**src/hdl/rde_pkg.sv**
```systemverilog
`timescale 1ns / 1ps
`default_nettype none
// ----------------------------------------------------------------------------
// rde_pkg
// Types, constants and helpers shared by the radix digit emitter modules.
// ----------------------------------------------------------------------------
package rde_pkg;

  // Width of the value port and default for the used value bits
  localparam int VAL_W          = 31;
  localparam int VALUE_BITS_DEF = 31;

  // BCD word: ten decimal digits cover any 31-bit value
  localparam int BCD_W   = 40;
  localparam int DIG_DEC = BCD_W / 4;

  // Digit word carried to the back end: multiple of 12 (fits 1, 3 and 4 bit
  // digits) and no narrower than the BCD word
  localparam int WORD_W = 48;
  localparam int CNT_W  = $clog2(WORD_W + 1);

  localparam int QUEUE_DEPTH = 2;

  localparam logic [6:0] SYM_DIGIT_BASE = 7'd48;
  localparam logic [6:0] SYM_ALPHA_BASE = 7'd55;
  localparam logic [3:0] DEC_RADIX      = 4'd10;

  typedef enum logic [1:0] {
    RADIX_BIN = 2'd0,
    RADIX_OCT = 2'd1,
    RADIX_DEC = 2'd2,
    RADIX_HEX = 2'd3
  } radix_t;

  typedef enum logic [1:0] {
    F_IDLE,
    F_CONV,
    F_PUSH
  } front_state_t;

  typedef enum logic {
    B_IDLE,
    B_RUN
  } back_state_t;

  // One queued item: digits left-aligned in word, ndig digits to walk
  typedef struct packed {
    radix_t              mode;
    logic                empty;
    logic [CNT_W-1:0]    ndig;
    logic [WORD_W-1:0]   word;
  } rde_entry_t;

  function automatic logic [6:0] sym_of(input logic [3:0] d);
    logic [6:0] d7;
    d7 = {3'b000, d};
    return (d < DEC_RADIX) ? (d7 + SYM_DIGIT_BASE) : (d7 + SYM_ALPHA_BASE);
  endfunction

endpackage
`default_nettype wire

```
**src/hdl/rde_front.sv**
```systemverilog
`timescale 1ns / 1ps
`default_nettype none
// ----------------------------------------------------------------------------
// rde_front
// Takes a beat, masks the value, runs the binary to BCD pass for decimal
// items and pushes a left-aligned digit word into the queue.
// ----------------------------------------------------------------------------
module rde_front import rde_pkg::*; #(
  parameter int VALUE_BITS = VALUE_BITS_DEF
) (
  input  wire logic             clk,
  input  wire logic             rst_n,
  input  wire logic             start,
  output logic                  busy,
  input  wire logic [1:0]       in_op,
  input  wire logic [VAL_W-1:0] in_value,
  input  wire logic             q_full,
  output logic                  q_push,
  output rde_entry_t            q_entry
);

  localparam int EFF_BITS = (VALUE_BITS < VAL_W) ? VALUE_BITS : VAL_W;
  localparam int BC_W     = $clog2(EFF_BITS + 1);
  localparam int DIG_BIN  = EFF_BITS;
  localparam int DIG_OCT  = (EFF_BITS + 2) / 3;
  localparam int DIG_HEX  = (EFF_BITS + 3) / 4;
  localparam int SH_BIN   = WORD_W - DIG_BIN;
  localparam int SH_OCT   = WORD_W - 3 * DIG_OCT;
  localparam int SH_HEX   = WORD_W - 4 * DIG_HEX;
  localparam int SH_DEC   = WORD_W - BCD_W;

  front_state_t          state_r, state_nxt;
  radix_t                mode_r, mode_nxt;
  logic                  zero_r, zero_nxt;
  logic [EFF_BITS-1:0]   sr_r, sr_nxt;
  logic [BCD_W-1:0]      bcd_r, bcd_nxt;
  logic [BC_W-1:0]       bc_r, bc_nxt;

  logic [EFF_BITS-1:0]   val_in;
  logic [BCD_W-1:0]      bcd_adj;
  logic [WORD_W-1:0]     value_ext;
  logic [WORD_W-1:0]     bcd_ext;

  assign val_in    = in_value[EFF_BITS-1:0];
  assign value_ext = {{(WORD_W - EFF_BITS){1'b0}}, sr_r};
  assign bcd_ext   = {{(WORD_W - BCD_W){1'b0}}, bcd_r};

  // Add-3 correction on every BCD digit before the shift
  always_comb begin
    for (int i = 0; i < DIG_DEC; i++) begin
      bcd_adj[4*i +: 4] = (bcd_r[4*i +: 4] >= 4'd5) ? (bcd_r[4*i +: 4] + 4'd3)
                                                     : bcd_r[4*i +: 4];
    end
  end

  always_ff @(posedge clk) begin
    if (!rst_n) begin
      state_r <= F_IDLE;
    end else begin
      state_r <= state_nxt;
    end
  end

  always_ff @(posedge clk) begin
    mode_r <= mode_nxt;
    zero_r <= zero_nxt;
    sr_r   <= sr_nxt;
    bcd_r  <= bcd_nxt;
    bc_r   <= bc_nxt;
  end

  always_comb begin
    state_nxt = state_r;
    mode_nxt  = mode_r;
    zero_nxt  = zero_r;
    sr_nxt    = sr_r;
    bcd_nxt   = bcd_r;
    bc_nxt    = bc_r;
    q_push    = 1'b0;
    busy      = (state_r != F_IDLE);

    unique case (state_r)
      F_IDLE: begin
        if (start) begin
          mode_nxt  = radix_t'(in_op);
          sr_nxt    = val_in;
          zero_nxt  = (val_in == '0);
          bcd_nxt   = '0;
          bc_nxt    = BC_W'(EFF_BITS);
          state_nxt = ((radix_t'(in_op) == RADIX_DEC) && (val_in != '0)) ? F_CONV
                                                                         : F_PUSH;
        end
      end
      F_CONV: begin
        bcd_nxt = {bcd_adj[BCD_W-2:0], sr_r[EFF_BITS-1]};
        sr_nxt  = sr_r << 1;
        bc_nxt  = bc_r - 1'b1;
        if (bc_r == BC_W'(1)) begin
          state_nxt = F_PUSH;
        end
      end
      F_PUSH: begin
        if (!q_full) begin
          q_push    = 1'b1;
          state_nxt = F_IDLE;
        end
      end
      default: begin
        state_nxt = F_IDLE;
      end
    endcase
  end

  // Queue entry: digits aligned so the top digit sits at the word's MSB
  always_comb begin
    q_entry.mode  = mode_r;
    q_entry.empty = zero_r;
    unique case (mode_r)
      RADIX_BIN: begin
        q_entry.ndig = CNT_W'(DIG_BIN);
        q_entry.word = value_ext << SH_BIN;
      end
      RADIX_OCT: begin
        q_entry.ndig = CNT_W'(DIG_OCT);
        q_entry.word = value_ext << SH_OCT;
      end
      RADIX_HEX: begin
        q_entry.ndig = CNT_W'(DIG_HEX);
        q_entry.word = value_ext << SH_HEX;
      end
      RADIX_DEC: begin
        q_entry.ndig = CNT_W'(DIG_DEC);
        q_entry.word = bcd_ext << SH_DEC;
      end
      default: begin
        q_entry.ndig = CNT_W'(DIG_BIN);
        q_entry.word = value_ext << SH_BIN;
      end
    endcase
    // zero value: a single empty result
    if (zero_r) begin
      q_entry.ndig = CNT_W'(1);
      q_entry.word = '0;
    end
  end

endmodule
`default_nettype wire

```
**src/hdl/rde_queue.sv**
```systemverilog
`timescale 1ns / 1ps
`default_nettype none
// ----------------------------------------------------------------------------
// rde_queue
// Small register FIFO between the front and back ends.
// ----------------------------------------------------------------------------
module rde_queue import rde_pkg::*; (
  input  wire logic       clk,
  input  wire logic       rst_n,
  input  wire logic       push,
  input  rde_entry_t      push_data,
  output logic            full,
  input  wire logic       pop,
  output rde_entry_t      pop_data,
  output logic            empty
);

  localparam int PTR_W = (QUEUE_DEPTH > 1) ? $clog2(QUEUE_DEPTH) : 1;
  localparam int CNT_QW = $clog2(QUEUE_DEPTH + 1);

  rde_entry_t          q_r [QUEUE_DEPTH];
  logic [PTR_W-1:0]    wr_ptr_r, wr_ptr_nxt;
  logic [PTR_W-1:0]    rd_ptr_r, rd_ptr_nxt;
  logic [CNT_QW-1:0]   count_r, count_nxt;

  assign full     = (count_r == CNT_QW'(QUEUE_DEPTH));
  assign empty    = (count_r == '0);
  assign pop_data = q_r[rd_ptr_r];

  always_comb begin
    wr_ptr_nxt = wr_ptr_r;
    rd_ptr_nxt = rd_ptr_r;
    count_nxt  = count_r;
    if (push) begin
      wr_ptr_nxt = (wr_ptr_r == PTR_W'(QUEUE_DEPTH - 1)) ? '0 : wr_ptr_r + 1'b1;
    end
    if (pop) begin
      rd_ptr_nxt = (rd_ptr_r == PTR_W'(QUEUE_DEPTH - 1)) ? '0 : rd_ptr_r + 1'b1;
    end
    if (push && !pop) begin
      count_nxt = count_r + 1'b1;
    end else if (pop && !push) begin
      count_nxt = count_r - 1'b1;
    end
  end

  always_ff @(posedge clk) begin
    if (!rst_n) begin
      wr_ptr_r <= '0;
      rd_ptr_r <= '0;
      count_r  <= '0;
    end else begin
      wr_ptr_r <= wr_ptr_nxt;
      rd_ptr_r <= rd_ptr_nxt;
      count_r  <= count_nxt;
    end
  end

  always_ff @(posedge clk) begin
    if (push) begin
      q_r[wr_ptr_r] <= push_data;
    end
  end

endmodule
`default_nettype wire

```
**src/hdl/rde_back.sv**
```systemverilog
`timescale 1ns / 1ps
`default_nettype none
// ----------------------------------------------------------------------------
// rde_back
// Walks the queued digit word from the top, one digit a cycle, drops
// leading zeros and registers each result beat.
// ----------------------------------------------------------------------------
module rde_back import rde_pkg::*; (
  input  wire logic   clk,
  input  wire logic   rst_n,
  input  wire logic   q_empty,
  input  rde_entry_t  q_entry,
  output logic        q_pop,
  output logic        out_strobe,
  output logic [3:0]  out_digit,
  output logic [6:0]  out_symbol,
  output logic        out_empty_res,
  output logic        out_last
);

  back_state_t         state_r, state_nxt;
  logic [WORD_W-1:0]   word_r, word_nxt;
  logic [CNT_W-1:0]    cnt_r, cnt_nxt;
  radix_t              mode_r, mode_nxt;
  logic                empty_r, empty_nxt;
  logic                seen_r, seen_nxt;

  logic                strobe_r, strobe_nxt;
  logic [3:0]          digit_r, digit_nxt;
  logic [6:0]          symbol_r, symbol_nxt;
  logic                oempty_r, oempty_nxt;
  logic                last_r, last_nxt;

  logic [3:0]          dig;
  logic [WORD_W-1:0]   word_shift;
  logic                emit;
  logic                do_load;

  // top digit of the word and the word moved on by one digit
  always_comb begin
    unique case (mode_r)
      RADIX_BIN: begin
        dig        = {3'b000, word_r[WORD_W-1]};
        word_shift = word_r << 1;
      end
      RADIX_OCT: begin
        dig        = {1'b0, word_r[WORD_W-1 -: 3]};
        word_shift = word_r << 3;
      end
      RADIX_DEC, RADIX_HEX: begin
        dig        = word_r[WORD_W-1 -: 4];
        word_shift = word_r << 4;
      end
      default: begin
        dig        = word_r[WORD_W-1 -: 4];
        word_shift = word_r << 4;
      end
    endcase
  end

  assign emit = empty_r || seen_r || (dig != 4'd0) || (cnt_r == CNT_W'(1));

  always_comb begin
    state_nxt  = state_r;
    word_nxt   = word_r;
    cnt_nxt    = cnt_r;
    mode_nxt   = mode_r;
    empty_nxt  = empty_r;
    seen_nxt   = seen_r;
    strobe_nxt = 1'b0;
    digit_nxt  = digit_r;
    symbol_nxt = symbol_r;
    oempty_nxt = oempty_r;
    last_nxt   = last_r;
    do_load    = 1'b0;

    unique case (state_r)
      B_IDLE: begin
        do_load = !q_empty;
      end
      B_RUN: begin
        strobe_nxt = emit;
        digit_nxt  = dig;
        // zero value: the empty beat carries no character
        symbol_nxt = empty_r ? 7'd0 : sym_of(dig);
        oempty_nxt = empty_r;
        last_nxt   = (cnt_r == CNT_W'(1));
        seen_nxt   = seen_r | (dig != 4'd0);
        word_nxt   = word_shift;
        cnt_nxt    = cnt_r - 1'b1;
        if (cnt_r == CNT_W'(1)) begin
          state_nxt = B_IDLE;
          do_load   = !q_empty;
        end
      end
      default: begin
        state_nxt = B_IDLE;
      end
    endcase

    q_pop = do_load;
    if (do_load) begin
      word_nxt  = q_entry.word;
      cnt_nxt   = q_entry.ndig;
      mode_nxt  = q_entry.mode;
      empty_nxt = q_entry.empty;
      seen_nxt  = 1'b0;
      state_nxt = B_RUN;
    end
  end

  always_ff @(posedge clk) begin
    if (!rst_n) begin
      state_r  <= B_IDLE;
      strobe_r <= 1'b0;
    end else begin
      state_r  <= state_nxt;
      strobe_r <= strobe_nxt;
    end
  end

  always_ff @(posedge clk) begin
    word_r   <= word_nxt;
    cnt_r    <= cnt_nxt;
    mode_r   <= mode_nxt;
    empty_r  <= empty_nxt;
    seen_r   <= seen_nxt;
    digit_r  <= digit_nxt;
    symbol_r <= symbol_nxt;
    oempty_r <= oempty_nxt;
    last_r   <= last_nxt;
  end

  assign out_strobe    = strobe_r;
  assign out_digit     = digit_r;
  assign out_symbol    = symbol_r;
  assign out_empty_res = oempty_r;
  assign out_last      = last_r;

endmodule
`default_nettype wire

```
**src/hdl/radix_digit_emitter.sv**
```systemverilog
`timescale 1ns / 1ps
`default_nettype none
// ----------------------------------------------------------------------------
// radix_digit_emitter
// Emits the digits of a value in binary, octal, decimal or hex, most
// significant first, one result beat per digit, leading zeros dropped.
// ----------------------------------------------------------------------------
// Order: the front end takes the start beat, runs the BCD pass for nonzero
//   decimal items (one bit per cycle) and pushes the digit word into the queue;
//   the back end walks it, and every leading zero slot delays the first beat,
//   as does waiting behind a queued item. The back end walks 31 / 11 / 8 / 10
//   digit slots per item (bin / oct / hex / dec, for 31 value bits), 1 for a
//   zero value; the front end overlaps with the digit walk through a two-entry
//   queue. Busy is high while the front end holds an item.
// Reset: synchronous, active low; clears both state machines, the queue
//   and the strobe. The receiver cannot stall results.
// ----------------------------------------------------------------------------
module radix_digit_emitter import rde_pkg::*; #(
  parameter int VALUE_BITS = VALUE_BITS_DEF
) (
  input  wire logic             clk,
  input  wire logic             rst_n,
  // input beat: taken when start is high and busy is low
  input  wire logic             start,
  output logic                  busy,
  input  wire logic [1:0]       in_op,
  input  wire logic [VAL_W-1:0] in_value,
  // result beat: valid for the one cycle that out_strobe is high
  output logic                  out_strobe,
  output logic [3:0]            out_digit,
  output logic [6:0]            out_symbol,
  output logic                  out_empty_res,
  output logic                  out_last
);

  // front -> queue
  logic        q_push;
  logic        q_full;
  rde_entry_t  q_in;
  // queue -> back
  logic        q_pop;
  logic        q_empty;
  rde_entry_t  q_out;

  // Front: masks the value to VALUE_BITS, runs the shift-and-add-3 pass for
  // decimal, and aligns the digit word so the top digit is at the MSB.
  rde_front #(
    .VALUE_BITS (VALUE_BITS)
  ) u_front (
    .clk      (clk),
    .rst_n    (rst_n),
    .start    (start),
    .busy     (busy),
    .in_op    (in_op),
    .in_value (in_value),
    .q_full   (q_full),
    .q_push   (q_push),
    .q_entry  (q_in)
  );

  // Decouples the BCD pass from the digit walk so both can run at once.
  rde_queue u_queue (
    .clk       (clk),
    .rst_n     (rst_n),
    .push      (q_push),
    .push_data (q_in),
    .full      (q_full),
    .pop       (q_pop),
    .pop_data  (q_out),
    .empty     (q_empty)
  );

  // Back: one digit slot per cycle; leading zero slots are walked but give
  // no beat. The final slot always gives a beat with out_last set.
  rde_back u_back (
    .clk           (clk),
    .rst_n         (rst_n),
    .q_empty       (q_empty),
    .q_entry       (q_out),
    .q_pop         (q_pop),
    .out_strobe    (out_strobe),
    .out_digit     (out_digit),
    .out_symbol    (out_symbol),
    .out_empty_res (out_empty_res),
    .out_last      (out_last)
  );

endmodule
`default_nettype wire

```
**config.mk**
```make
export PLATFORM = sky130hd
export DESIGN_NAME = radix_digit_emitter
export DESIGN_NICKNAME = d
export VERILOG_FILES = /design/src/hdl/rde_pkg.sv /design/src/hdl/rde_front.sv /design/src/hdl/rde_queue.sv /design/src/hdl/rde_back.sv /design/src/hdl/radix_digit_emitter.sv
export SDC_FILE = /design/constraint.sdc
export NUM_CORES = 1
export LEC_CHECK = 0
export ABC_AREA = 0
export BUFFER_PORTS_ARGS = -buffer_cell sky130_fd_sc_hd__clkbuf_2
export CORE_AREA = 2 2 179 181
export CTS_BUF_LIST = sky130_fd_sc_hd__clkbuf_8 sky130_fd_sc_hd__clkbuf_16
export DETAILED_ROUTE_END_ITERATION = 12
export DIE_AREA = 0 0 181 183
export GPL_TIMING_DRIVEN = 0
export PLACE_DENSITY = 0.68
export REMOVE_ABC_BUFFERS = 1
export SETUP_SLACK_MARGIN = 0.1
export SLEW_MARGIN = 5
export SYNTH_ARGS = -nofsm -noshare
export SYNTH_HDL_FRONTEND = slang
export SYNTH_HIERARCHICAL = 1
export SYNTH_SLANG_ARGS = --single-unit
```
**constraint.sdc**
```tcl
create_clock -name clk -period 5.65 [get_ports clk]
set_input_delay 0.565 -clock clk [delete_from_list [all_inputs] [get_ports clk]]
set_output_delay 0.565 -clock clk [all_outputs]
set_load 0.05 [all_outputs]
```
==> results of run 1 <==
==> cell type report <==
class                      instances  area [um^2]  share of cell area
timing repair buffer              67          668              0.0429
sequential                       273         8100               0.520
clock buffer                      29          726              0.0466
inverter                          34          128             0.00820
tap                              402          503              0.0323
clock inverter                    24          156              0.0100
multi-input combinational        685         5290               0.340
==> worst max path at each step <==
stage,endpoint,from,cells after the start
2_1_floorplan,u_front/state_r[1],start,3
3_3_place_gp,u_front/state_r[1],start,4
5_1_grt,u_queue/count_r[1],u_back/cnt_r[2],9
3_5_place_dp,u_queue/count_r[1],u_back/cnt_r[2],9
6_report,u_queue/count_r[1],u_back/cnt_r[2],9
4_1_cts,u_queue/count_r[1],u_back/cnt_r[2],9
==> synth_stat cells, types with 17 or more instances <==
library cell | number | area share
inv_1 | 34 | 0.0092
nand2_1 | 170 | 0.046
xnor2_1 | 17 | 0.011
and2_1 | 43 | 0.019
ha_1 | 27 | 0.024
nor2_1 | 46 | 0.012
clkbuf_1 | 18 | 0.0049
mux4_2 | 29 | 0.047
a21oi_1 | 29 | 0.010
mux2i_1 | 48 | 0.035
mux2_2 | 71 | 0.058
edfxtp_1 | 263 | 0.57
buf_2 | 21 | 0.0076
o21ai_0 | 60 | 0.022
mux2_4 | 40 | 0.043
==> kinds of logic (layout without fill, tap and decap cells) <==
group	after synthesis	in the layout
XOR/XNOR	30	30
AND/OR/NAND/NOR	322	322
AO/OA/AOI/OAI	109	109
buffers and inverters	98	154
flip-flops	273	273
adder cells (fa/ha/maj)	27	27
other	1	9
multiplexers	188	188
==> registers in the layout (all words and copies together), names as in the netlist, named ones only <==
signal / cells
u_back/out_strobe: 1
u_queue/count_r: 2
u_front/bcd_r: 40
u_front/bc_r: 5
u_front/zero_r: 1
u_back/out_last: 1
u_back/word_r: 48
u_back/out_empty_res: 1
u_back/mode_r: 2
u_back/seen_r: 1
u_back/empty_r: 1
u_front/mode_r: 2
u_back/state_r: 1
u_front/state_r: 2
u_queue/q_r: 114
u_back/out_symbol: 7
u_queue/wr_ptr_r: 1
u_back/out_digit: 4
u_back/cnt_r: 6
u_front/sr_r: 31
u_queue/rd_ptr_r: 1
==> metrics by stage <==
step	utilization	setup TNS, ps
final	0.499	0
after global routing	0.499	0
after CTS	0.499	0
after detailed placement	0.470	0
after global placement	0.455	-49310
after floorplan	-	0
==> power by group <==
| group | leakage, nW | internal, W | total, W | switching [W] |
|---|---|---|---|---|
| combinational | 2.78 | 0.00118 | 0.00224 | 0.00106 |
| clock | 0.459 | 0.00102 | 0.00176 | 0.000749 |
| sequential | 2.59 | 0.00285 | 0.00323 | 0.000377 |
| total | 5.84 | 0.00505 | 0.00723 | 0.00219 |
==> routing by layer <==
metal / wire length (um) / global-route usage / share of wire / up-vias
met1: 11400 / 0.204 / 0.47 / 3849
met5: 0 / 0 / 0 / -
met2: 11500 / 0.253 / 0.47 / 146
met3: 1040 / 0.0218 / 0.043 / 31
li1: - / - / - / 3863
met4: 417 / 0.0354 / 0.017 / 0
==> worst max-delay path: cells and delay by family, from the launching register on <==
kind                     cells  cell delay (ps)
AND/OR/NAND/NOR              3              890
buffers and inverters        3              500
AO/OA/AOI/OAI                2              630
adder cells (fa/ha/maj)      1              310
flip-flops                   1              440
==> impl_metrics.py, run 1 <==
metrics = {
    "layout": {
        "final_cell_mix": "edfxtp_1 (263), nand2_1 (170), mux2_2 (71), o21ai_0 (60), clkbuf_2 (50)",
        "final_common_cell": "edfxtp_1",
        "n_antenna_cell": 0,
        "drive_gt1_frac": 0.229,
        "final_nets": 1153,
        "areaGrowthSynthToFinish_pct": 12.3,
        "stdcell_area_mm2": 0.0156,
        "fillers": 2720,
        "final_cells": 1514,
    },
    "critical_path": {
        "worstPathCellList": "nor4_1 -> nand2_1 -> a21oi_4 -> buf_16 -> buf_12 -> inv_1 -> ha_1 -> or3_1 -> a21boi_1",
        "r2r_cells": 9,
        "reg2reg_from": "u_back/cnt_r[2]",
        "crit_path_start_kind": "register",
        "end_kind": "register",
        "worstSetupPathType": "reg2reg",
        "max_stage_delay_ps": 490,
        "crit-reg2reg-capture": "u_queue/count_r[1]",
        "reg2reg_slack_ps": 2800,
        "slowest_stage": "a21oi_4",
        "worstPathMaxFanout": 21,
        "arrival_ps": 3330,
        "required_ps": 6130,
    },
    "outcome": {
        "outcome": "completed",
    },
    "placement": {
        "portBuffers": 50,
        "dpl.cell_count": 1461,
        "place_ws_ps": 2840,
        "dp_hpwl_mm": 16.0,
        "placed_cell_area_mm2": 0.0147,
        "gp_congestion": 0.759,
    },
    "clock_tree": {
        "cts_tree": "done",
        "numCtsBuffers": 29,
        "clock_path_buffers": 3,
        "clkSinkCount": 273,
        "root_buffer": "clkbuf_16",
        "postCtsSetupBuffers": 0,
        "clkLatencyLatePin_ps": 550,
        "cts_resized": 0,
        "clk_pin_slew_worst_paths_ps": 60,
        "htreeDepth": 1,
        "cts_hold_buf": 0,
    },
    "synth": {
        "yosysSeqAreaShare": 0.584,
        "avgSynthCellArea_um2": 13.2,
        "synth-edff-count": 263,
        "yosysUniqueCellTypes": 47,
        "synth_simple_gate_area_frac": 0.106,
        "synth_top_family_by_area": "multiplexers",
        "synthMuxAreaShare": 0.183,
        "synth_cells": 1048,
        "synth_compound_area_frac": 0.0434,
        "syn_area_mm2": 0.0139,
        "ys_warn_count": 6,
        "synthArstFlopShare": 0,
        "synth-xor-area-share": 0.0189,
        "synth_fa_ha_area_frac": 0.0244,
        "ys_seq_elements": 273,
        "synthFlopType": "edfxtp_1",
    },
    "floorplan": {
        "die-height_um": 183,
        "core_mm2": 0.0312,
        "die_area_mm2": 0.0331,
        "rows": 65,
        "die_w_um": 181,
        "ios": 51,
        "start_util": 0.444,
    },
    "sta": {
        "fmax_ghz": 0.351,
        "tightest_slew_ps": 946,
        "period_share": 0.504,
        "max-slew-margin-rel": 0.369,
        "hold_violations": 0,
        "layout_setup_ws_ps": 2800,
        "drv_slew": 0,
        "setup_viol_count_final": 0,
        "fin_crit_ps": 2850,
        "skew_ps": 23.5,
        "hold_ws_ps": 210,
        "rsz0062_at_grt": "no",
    },
    "min_path": {
        "hold_start": "in_op[0]",
        "hold-path-endpoint": "u_front/mode_r[0]",
        "hold_class": "in2reg",
        "whs_path_depth": 1,
    },
    "route": {
        "drc_errors": 0,
        "wl_per_cell_um": 16.1,
        "detail-route-antenna-nets": 0,
        "vias": 7889,
        "viasPerCell": 5.21,
        "drtPass1Iterations": 5,
        "drt_wl_total_mm": 24.4,
        "drt_iter0_markers": 579,
    },
    "grt": {
        "grt_pass1_vias": 7912,
        "grt_pass1_wl_mm": 40.6,
        "overflow": 0,
        "grt_max_degree": 72,
        "grt.total_usage": 0.149,
        "antenna_found_initial": 1,
    },
    "power": {
        "fin_total_pwr_w": 0.00723,
        "peakVddDrop_uv": 214,
        "power_density_mw_per_mm2": 465,
        "leakagePower_nw": 5.84,
    },
    "run": {
        "max-cap-violations": 0,
    },
}
Power figures use the tool's default switching activity.
==> run 2, diff against run 1 <==
ABC_AREA = 1   (was 0)
CORE_AREA = 2 2 178 180   (was 2 2 179 181)
DIE_AREA = 0 0 180 182   (was 0 0 181 183)
PLACE_DENSITY = 0.67   (was 0.68)
clock period = 2.81 ns   (was 5.65 ns; I/O delays follow)
==> impl_metrics.py, run 2 <==
metrics = {
    "sta": {
        "fin_crit_ps": 2580,
        "fmax_ghz": 0.387,
        "period_share": 0.920,
        "setup_viol_count_final": 0,
        "drv_slew": 0,
        "tightest_slew_ps": 984,
        "layout_setup_ws_ps": 226,
        "rsz0062_at_grt": "no",
        "skew_ps": 12.4,
        "hold_violations": 0,
        "max-slew-margin-rel": 0.343,
    },
    "critical_path": {
        "slowest_stage": "edfxtp_1",
        "end_kind": "register",
        "crit-reg2reg-capture": "u_queue/q_r[0][47]",
        "worstPathCellList": "nor2_2 -> inv_1 -> nor2_1 -> nand2_1 -> o21ai_0",
        "arrival_ps": 2860,
        "required_ps": 3090,
        "critPathBufInv": 1,
        "cp.depth": 5,
        "r2r_cells": 5,
        "crit_path_start_kind": "register",
        "worstPathMaxFanout": 23,
        "reg2reg_slack_ps": 230,
        "cp-startpoint": "u_front/mode_r[0]",
        "crit_end": "u_queue/q_r[0][47]",
        "max_stage_delay_ps": 570,
        "reg2reg_from": "u_front/mode_r[0]",
        "cp_top_family": "simple AND/OR/NAND/NOR gates",
        "worstSetupPathType": "reg2reg",
    },
    "route": {
        "drt_iter0_markers": 774,
        "drtPass1Iterations": 5,
        "drc_errors": 0,
        "drt_wl_total_mm": 27.8,
        "vias": 9476,
        "viasPerCell": 5.26,
        "detail-route-antenna-nets": 0,
        "wl_per_cell_um": 15.5,
    },
    "power": {
        "peakVddDrop_uv": 794,
        "fin_total_pwr_w": 0.0165,
        "power_density_mw_per_mm2": 1080,
        "leakagePower_nw": 6.09,
    },
    "clock_tree": {
        "clk_pin_slew_worst_paths_ps": 60,
        "cts_tree": "done",
        "root_buffer": "clkbuf_16",
        "htreeDepth": 1,
        "cts_resized": 0,
        "clkLatencyLatePin_ps": 550,
        "numCtsBuffers": 30,
        "clkSinkCount": 273,
        "clock_path_buffers": 3,
        "postCtsSetupBuffers": 0,
    },
    "layout": {
        "drive_gt1_frac": 0.134,
        "n_antenna_cell": 0,
        "stdcell_area_mm2": 0.0152,
        "areaGrowthSynthToFinish_pct": 11.4,
        "largest_reg_flops": 114,
        "final_cell_mix": "nand2_1 (325), edfxtp_1 (263), inv_1 (137), nor2_1 (131), o21ai_0 (106)",
        "largest-register": "u_queue/q_r",
        "multi_input_area_mm2": 0.00470,
        "register_area_mm2": 0.00810,
        "top_regs": "u_queue/q_r: 114 flops, u_back/word_r: 48 flops, u_front/bcd_r: 40 flops",
        "fillers": 2768,
        "final_common_cell": "nand2_1",
        "final_nets": 1438,
    },
    "grt": {
        "met3_usage": 0.0237,
        "grt_max_degree": 65,
        "grt_pass1_vias": 9017,
        "gr-usage-met2": 0.285,
        "busiest_layer": "met2",
        "grt_pass1_wl_mm": 44.8,
        "grt.total_usage": 0.166,
        "grt_use_met1": 0.223,
        "antenna_found_initial": 0,
        "overflow": 0,
    },
    "placement": {
        "placed_cell_area_mm2": 0.0143,
        "place_ws_ps": 292,
        "gp_congestion": 0.819,
        "portBuffers": 50,
        "dp_hpwl_mm": 18.2,
    },
    "synth": {
        "synthFlopType": "edfxtp_1",
        "yosysSeqAreaShare": 0.592,
        "post-synth-top-area-cell": "edfxtp_1",
        "synth_cells": 1338,
        "synthArstFlopShare": 0,
        "synth_common_cells": "nand2_1 (326), edfxtp_1 (263), nor2_1 (132), inv_1 (130), o21ai_0 (106)",
        "ys_seq_elements": 273,
        "synth-edff-count": 263,
        "synth_top_cell_area_share": 0.577,
        "ys_top_cells_by_area": "edfxtp_1 (58%), nand2_1 (8.9%), o21ai_0 (3.9%)",
        "avgSynthCellArea_um2": 10.2,
        "ys_warn_count": 6,
        "yosysUniqueCellTypes": 42,
        "syn_area_mm2": 0.0137,
        "synth_most_common_cell": "nand2_1",
    },
    "floorplan": {
        "die-height_um": 182,
        "die_w_um": 180,
        "ios": 51,
        "core_mm2": 0.0310,
        "rows": 65,
        "die_area_mm2": 0.0328,
        "start_util": 0.442,
    },
    "min_path": {
        "hold_class": "in2reg",
    },
    "run": {
        "max-cap-violations": 0,
    },
    "outcome": {
        "outcome": "completed",
    },
}
run 2: cell count changes after synthesis, moves of 21 or more:
cell / before / now
mux2_2: 71 / 27
inv_1: 34 / 130
and2_1: 43 / 0
a31oi_1: 1 / 22
mux4_2: 29 / 0
o21ai_1: 0 / 36
nor2_1: 46 / 132
o22ai_1: 0 / 45
mux2i_1: 48 / 0
nand2_1: 170 / 326
o21ai_0: 60 / 106
run 2: per-stage QoR:
step           utilization  TNS [ps]  cells  hold slack (ps)
2_1_floorplan            -    -48530   1281              380
3_3_place_gp         0.454   -251270   1733              456
3_5_place_dp         0.461         0   1741              459
4_1_cts              0.492         0   1801             2.04
5_1_grt              0.492         0   1801             13.1
6_report             0.492         0   1801             17.5
run 2: tightest hold or removal path: stages:
cell and delay (ps):
clkbuf_2 90, nand2_1 50, nand2_1 50
run 2: report_power, final:
| group | total [W] | switching [W] | internal [W] |
|---|---|---|---|
| clock network | 0.00364 | 0.00153 | 0.00211 |
| registers | 0.00702 | 0.000759 | 0.00627 |
| logic | 0.00586 | 0.00385 | 0.00201 |
| total | 0.0165 | 0.00613 | 0.0104 |
run 2: worst min path at each step:
stage	endpoint	startpoint	cells past startpoint
3_5_place_dp	u_back/seen_r	u_back/seen_r	2
4_1_cts	u_front/sr_r[17]	in_value[17]	3
5_1_grt	u_front/sr_r[7]	in_value[7]	3
2_1_floorplan	u_front/mode_r[0]	in_op[0]	0
6_report	u_front/sr_r[15]	in_value[15]	3
3_3_place_gp	u_back/seen_r	u_back/seen_r	2
run 2: cell type report:
class / count / share of cell area
Tap cell: 402 / 0.0330
Clock buffer: 36 / 0.0554
Timing Repair Buffer: 62 / 0.0320
Inverter: 139 / 0.0345
Clock inverter: 20 / 0.00574
Sequential cell: 273 / 0.531
Multi-Input combinational cell: 869 / 0.308
run 2: cells by family (layout without fill, tap and decap cells):
logic type	after synthesis	count (layout)	synth area share
AOI/OAI and AO/OA	263	263	0.105
xor gates and xnor gates	12	12	0.00768
adders and majority gates	27	27	0.0247
buffers and inverters	204	257	0.0683
DFF	273	273	0.592
muxes	57	57	0.0551
other	1	9	0.000274
and+or+nand+nor	501	501	0.147
run 2: repair_timing:
item	CTS	global route
hold buffers	4	0
endpoints found under the setup margin	0	0
hold endpoints to repair	4	0
run 2: routing by layer:
metal | up-vias | share of wire
met3 | 38 | 0.054
met4 | 0 | 0.015
met2 | 286 | 0.47
met5 | - | 0
met1 | 4512 | 0.46
li1 | 4640 | -
